**config.mk**
```make
export PLATFORM = sky130hd
export DESIGN_NAME = decimal_hex_number_parser_top
export DESIGN_NICKNAME = d
export VERILOG_FILES = /design/src/hw/rtl/dhp_pkg.sv /design/src/hw/rtl/decimal_hex_number_parser_top.sv /design/src/hw/rtl/dhp_front.sv /design/src/hw/rtl/dhp_queue.sv /design/src/hw/rtl/dhp_back.sv
export SDC_FILE = /design/constraint.sdc
export NUM_CORES = 1
export LEC_CHECK = 0
export ABC_AREA = 1
export ABC_CLOCK_PERIOD_IN_PS = 5500
export BUFFER_PORTS_ARGS = -buffer_cell sky130_fd_sc_hd__buf_2
export CAP_MARGIN = 20
export CORE_MARGIN = 8
export CORE_UTILIZATION = 50
export CTS_CLUSTER_DIAMETER = 150
export DETAILED_ROUTE_END_ITERATION = 8
export PLACE_DENSITY = 0.68
export SYNTH_ARGS = -nofsm -noshare
export SYNTH_HDL_FRONTEND = slang
export SYNTH_SLANG_ARGS = --single-unit
```
**constraint.sdc**
```tcl
create_clock -name clk -period 5.5 [get_ports clk]
set_input_delay 0.275 -clock clk [delete_from_list [all_inputs] [get_ports clk]]
set_output_delay 0.275 -clock clk [all_outputs]
set_load 0.03 [all_outputs]
```
**src/hw/rtl/dhp_pkg.sv**
```systemverilog
package dhp_pkg;

  localparam int unsigned QDEPTH = 4;
  localparam int unsigned QAW    = $clog2(QDEPTH);

  localparam logic [15:0] POS_MAX = 16'hFFFF;

  typedef enum logic [2:0] {
    PH_START = 3'd0,
    PH_ZERO  = 3'd1,
    PH_DEC   = 3'd2,
    PH_HEX   = 3'd3,
    PH_DONE  = 3'd4
  } phase_t;

  // classified character word passed from front to back
  typedef struct packed {
    logic       is_nul;
    logic       is_dec;
    logic       is_x;
    logic       is_hex;
    logic [3:0] digit;
  } tok_t;

endpackage

```
**src/hw/rtl/decimal_hex_number_parser_top.sv**
```systemverilog
// Streaming decimal/hex number parser, one character word per cycle while in_stall is low.
// Throughput: one character per cycle unless the queue is full, limited by the combinational
// x10/x16 accumulate in the back end; a 4-word queue decouples input from result stalls.
// The NUL word passes through the queue; the result is loaded into the output register
// when that word leaves the queue, later if earlier words still wait in the queue or the
// previous result is still held by out_stall.
// Reset (rst, synchronous): queue empty, parser at start of string, no result.
module decimal_hex_number_parser_top import dhp_pkg::*; (
  input  logic        clk,
  input  logic        rst,
  input  logic [7:0]  ch,
  input  logic        in_valid,
  output logic        in_stall,
  output logic [31:0] value,
  output logic [15:0] end_index,
  output logic        out_valid,
  input  logic        out_stall
);

  logic push;
  tok_t push_tok;
  logic q_full;
  logic pop;
  logic head_valid;
  tok_t head_tok;

  dhp_front u_front (
    .ch       (ch),
    .in_valid (in_valid),
    .in_stall (in_stall),
    .push     (push),
    .push_tok (push_tok),
    .q_full   (q_full)
  );

  dhp_queue u_queue (
    .clk        (clk),
    .rst        (rst),
    .push       (push),
    .push_tok   (push_tok),
    .full       (q_full),
    .pop        (pop),
    .head_valid (head_valid),
    .head_tok   (head_tok)
  );

  dhp_back u_back (
    .clk        (clk),
    .rst        (rst),
    .head_valid (head_valid),
    .head_tok   (head_tok),
    .pop        (pop),
    .value      (value),
    .end_index  (end_index),
    .out_valid  (out_valid),
    .out_stall  (out_stall)
  );

endmodule

```
**src/hw/rtl/dhp_front.sv**
```systemverilog
module dhp_front import dhp_pkg::*; (
  input  logic [7:0] ch,
  input  logic       in_valid,
  output logic       in_stall,
  output logic       push,
  output tok_t       push_tok,
  input  logic       q_full
);

  logic is_dec;
  logic is_alpha_hex;

  always_comb begin
    is_dec       = ch inside {[8'h30:8'h39]};
    is_alpha_hex = ch inside {[8'h41:8'h46], [8'h61:8'h66]};
  end

  assign in_stall = q_full;
  assign push     = in_valid && !q_full;

  always_comb begin
    push_tok.is_nul = (ch == 8'h00);
    push_tok.is_dec = is_dec;
    push_tok.is_x   = (ch == 8'h78) || (ch == 8'h58);
    push_tok.is_hex = is_dec || is_alpha_hex;
    // letters A-F/a-f have low nibble 1..6, so +9 gives 10..15
    push_tok.digit  = is_dec ? ch[3:0] : 4'(ch[3:0] + 4'd9);
  end

endmodule

```
**src/hw/rtl/dhp_queue.sv**
```systemverilog
module dhp_queue import dhp_pkg::*; (
  input  logic clk,
  input  logic rst,
  input  logic push,
  input  tok_t push_tok,
  output logic full,
  input  logic pop,
  output logic head_valid,
  output tok_t head_tok
);

  tok_t            mem [QDEPTH];
  logic [QAW-1:0]  wr_ptr;
  logic [QAW-1:0]  rd_ptr;
  logic [QAW:0]    count;

  assign full       = (count == (QAW+1)'(QDEPTH));
  assign head_valid = (count != '0);
  assign head_tok   = mem[rd_ptr];

  always_ff @(posedge clk) begin
    if (push) begin
      mem[wr_ptr] <= push_tok;
    end
  end

  always_ff @(posedge clk) begin
    if (rst) begin
      wr_ptr <= '0;
      rd_ptr <= '0;
      count  <= '0;
    end else begin
      if (push) wr_ptr <= wr_ptr + 1'b1;
      if (pop)  rd_ptr <= rd_ptr + 1'b1;
      case ({push, pop})
        2'b10:   count <= count + 1'b1;
        2'b01:   count <= count - 1'b1;
        default: count <= count;
      endcase
    end
  end

endmodule

```
**src/hw/rtl/dhp_back.sv**
```systemverilog
module dhp_back import dhp_pkg::*; (
  input  logic        clk,
  input  logic        rst,
  input  logic        head_valid,
  input  tok_t        head_tok,
  output logic        pop,
  output logic [31:0] value,
  output logic [15:0] end_index,
  output logic        out_valid,
  input  logic        out_stall
);

  phase_t      phase, phase_next;
  logic [31:0] acc, acc_next;
  logic [15:0] position, position_next;
  logic [15:0] stop_index, stop_index_next;
  logic        out_valid_next;
  logic        load_out;
  logic [15:0] endi;
  logic [31:0] acc_dec;
  logic [31:0] acc_hex;

  // x10 = x8 + x2
  assign acc_dec = {acc[28:0], 3'b000} + {acc[30:0], 1'b0} + {28'd0, head_tok.digit};
  assign acc_hex = {acc[27:0], head_tok.digit};

  // a NUL word needs the output register free
  assign pop      = head_valid && (!head_tok.is_nul || !out_valid || !out_stall);
  assign load_out = pop && head_tok.is_nul;

  always_comb begin
    case (phase)
      PH_START:                endi = '0;
      PH_ZERO, PH_DEC, PH_HEX: endi = position;
      default:                 endi = stop_index;
    endcase
  end

  always_comb begin
    phase_next      = phase;
    acc_next        = acc;
    position_next   = position;
    stop_index_next = stop_index;
    if (pop) begin
      if (head_tok.is_nul) begin
        phase_next      = PH_START;
        acc_next        = '0;
        position_next   = '0;
        stop_index_next = '0;
      end else begin
        case (phase)
          PH_START: begin
            if (head_tok.is_dec) begin
              acc_next   = {28'd0, head_tok.digit};
              phase_next = (head_tok.digit == 4'd0) ? PH_ZERO : PH_DEC;
            end else begin
              acc_next        = '0;
              stop_index_next = '0;
              phase_next      = PH_DONE;
            end
          end
          PH_ZERO: begin
            if (head_tok.is_x) begin
              acc_next   = '0;
              phase_next = PH_HEX;
            end else if (head_tok.is_dec) begin
              acc_next   = acc_dec;
              phase_next = PH_DEC;
            end else begin
              stop_index_next = position;
              phase_next      = PH_DONE;
            end
          end
          PH_DEC: begin
            if (head_tok.is_dec) begin
              acc_next = acc_dec;
            end else begin
              stop_index_next = position;
              phase_next      = PH_DONE;
            end
          end
          PH_HEX: begin
            if (head_tok.is_hex) begin
              acc_next = acc_hex;
            end else begin
              stop_index_next = position;
              phase_next      = PH_DONE;
            end
          end
          default: ;
        endcase
        if (position != POS_MAX) position_next = position + 16'd1;
      end
    end
  end

  always_comb begin
    if (load_out)        out_valid_next = 1'b1;
    else if (!out_stall) out_valid_next = 1'b0;
    else                 out_valid_next = out_valid;
  end

  always_ff @(posedge clk) begin
    if (rst) begin
      phase      <= PH_START;
      acc        <= '0;
      position   <= '0;
      stop_index <= '0;
      out_valid  <= 1'b0;
    end else begin
      phase      <= phase_next;
      acc        <= acc_next;
      position   <= position_next;
      stop_index <= stop_index_next;
      out_valid  <= out_valid_next;
    end
  end

  always_ff @(posedge clk) begin
    if (load_out) begin
      value     <= acc;
      end_index <= endi;
    end
  end

endmodule
```
==> out/metrics.yaml <==
crit_top_cell: "nand2_1"
layout_common_cells: "424 x nand2_1, 161 x inv_1, 98 x a21oi_1, 96 x nor2_1, 80 x edfxtp_1"
wl_per_cell_um: 15.56
synth_async_sr_flop_share: 0
antenna_cells: 0
p_total_mw: 4.488
io_buffers: 61
filler_cell_count: 1756
placed_area_um2: 10000
finClkSkew_ps: 12.57
status: "complete, no violations"
grt_pass1_vias: 8282
postCtsSetupRepairBufs: 0
place_inst: 1554
max_stage_delay_ps: 700
io_pins: 62
synth_edf_count: 80
clockRootBuffer: "clkbuf_16"
ys_types: 45
use_met3: 0.04148
cts_resized: 0
drive_gt1_frac: 0.08876
clock-sinks: 157
met2_usage: 0.3593
max_clock_freq_mhz: 293.7
cp-start-kind: "flop"
area_growth_pct: 11.21
setup_viol: 0
die_h_um: 154.1
std_cell_rows: 50
hold_viol_final: 0
clkSlewWorstSetupHoldPaths_ps: 70
multiInputGateArea_um2: 4777
critical_path.top_delay_family: "simple AND/OR/NAND/NOR gates"
grt_busiest_layer: "met2"
ys_ff_latch: 157
antenna_found_initial: 0
ys.flop_type: "edfxtp_1"
clk_latency_ps: 440
fin_area_um2: 10600
overflow: 0
max_cap_viol_count: 0
gp_congestion: 0.9078
track_usage: 0.2127
endpoint_kind: "flop"
via_count: 8501
via_per_inst: 5.360
drc: 0
worstPathArrival_ps: 3690
ys_warn_count: 0
cpMaxStageDelayCell: "dfxtp_1"
fp.dieArea_um2: 23740
power_leakage_nw: 4.773
synth_nets: 1370
synth-seq-area-share: 0.4138
first_pass_iters: 5
use_met1: 0.2638
clockBufferDepth: 2
cp_max_fo: 17
ant_nets: 0
crit_buf_inv: 1
required_ps: 5790
cellPowerDensity_nw_per_um2: 423.4
grt_first_pass_wirelength_mm: 40.80
hpwlAfterDp_mm: 17.31
cts_hold_buf: 0
cts_tree: "built"
nets: 1422
period_needed_ps: 3405
netlist_area_um2: 9532
cts-htree-levels: 4
start_util: 0.5096
drt-initial-drc-count: 667
core_um2: 18710
wl_mm: 24.68
worstSetupPathType: "flop to flop"
period_share: 0.6190
worst_pin_slew_ps: 875.3
min_path_type: "input port to flop"
final-seq-area_um2: 3944
fin_cells: 1586
rsz0062_at_grt: "no"
setup-tns-final_ps: 0
die_x_um: 154.1
final_common_cell: "nand2_1"
cts_made_buffers: 17
grt_start_max_net_pins: 58
drv_slew: 0
synth_area_per_cell_um2: 7.406
crit_chain: "nand2_1 -> a32o_1 -> fa_1 -> inv_1 -> fa_1 -> nand3_1 -> nand3_1 -> nand3_1 -> nand3_1 -> nand2_1 -> nand2_1 -> nand2_1 -> nand3_1 -> nand2_1 -> nand2_1 -> nand2_1 -> a21oi_1"
syn_inst: 1287
relSlewSlack: 0.4159
vdd.ir_drop.worst_v: 0.0003773
-- flip-flops by register name (all words and copies together), names as in the netlist, named ones only --
register and cells:
u_back.phase 3, u_back.end_index 16, u_back.position 16, u_back.out_valid 1, u_queue.count 3, u_queue.mem 32, u_back.acc 32, u_back.stop_index 16
u_back.value 32, u_queue.rd_ptr 2, u_queue.wr_ptr 2
-- cell usage after synthesis (all sizes together) (4+ instances only) --
| cell | n | share of area |
|---|---|---|
| nand2 | 428 | 0.17 |
| inv | 169 | 0.067 |
| nor2 | 100 | 0.040 |
| a21oi | 98 | 0.051 |
| edfxtp | 80 | 0.25 |
| nand3 | 78 | 0.044 |
| dfxtp | 77 | 0.16 |
| ha | 68 | 0.089 |
| o21ai | 51 | 0.027 |
| nand4 | 27 | 0.018 |
| nor3 | 23 | 0.013 |
| clkbuf | 22 | 0.0087 |
| buf | 10 | 0.0083 |
| xnor2 | 6 | 0.0055 |
| xor2 | 6 | 0.0055 |
| o211ai | 5 | 0.0039 |
| o221ai | 5 | 0.0046 |
| a211oi | 4 | 0.0032 |
| o21bai | 4 | 0.0035 |
| o22ai | 4 | 0.0026 |
-- power by group --
part | switching (mW) | total, mW | leakage, nW | internal, mW
Clock | 0.509 | 1.23 | 0.284 | 0.720
Sequential | 0.118 | 1.60 | 1.38 | 1.48
Combinational | 1.27 | 1.66 | 3.11 | 0.383
Total | 1.90 | 4.49 | 4.77 | 2.59
-- stage by stage --
stage | hold WS (ps) | utilization | setup WS [ps]
2_1_floorplan | 424.0 | - | 2581
3_3_place_gp | 451.3 | 0.5346 | 2224
3_5_place_dp | 456.9 | 0.5346 | 2135
4_1_cts | 97.09 | 0.5667 | 2115
5_1_grt | 124.8 | 0.5667 | 1688
6_report | 107.6 | 0.5667 | 2095
-- routing by layer --
metal  part of all wire  vias to the layer above
met1               0.45                     3914
met3              0.051                       46
met4              0.025                        0
li1                   -                     4328
met5                  0                        -
met2               0.48                      213
-- layout make-up --
type / count / area share
sequential: 157 / 0.3720
multi-input combinational: 927 / 0.4507
inverter: 171 / 0.06150
clock buffer: 20 / 0.04119
timing repair buffer: 65 / 0.03163
tap: 234 / 0.02762
clock inverter: 12 / 0.01534
-- worst register-to-register path, stage by stage (launching register included) --
cell     delay (ps)
dfxtp_1         700
nand2_1         110
a32o_1          320
fa_1            490
inv_1            70
fa_1            500
nand3_1         120
nand3_1         170
nand3_1         120
nand3_1         120
nand2_1         120
nand2_1          60
nand2_1          60
nand3_1          60
nand2_1          90
nand2_1          50
nand2_1          50
a21oi_1          60
-- worst paths after layout --
check,from,slack [ps],to,cells after the start
min reg2reg,u_queue.rd_ptr[1],460,flop,2
min,out_stall,110,u_back.out_valid,3
max reg2reg,flop,2100,u_back.acc[30],17
max,flop,2100,u_back.acc[30],17
-- logic make-up after synthesis --
logic type | after synthesis | share of synthesized area
buffers and inverters | 203 | 0.08532
and+or+nand+nor | 666 | 0.2918
adders and majority gates | 71 | 0.09556
AOI/OAI and AO/OA | 178 | 0.1025
xor gates and xnor gates | 12 | 0.01103
DFF | 157 | 0.4138
No activity file was read; power rests on OpenSTA's default activity.
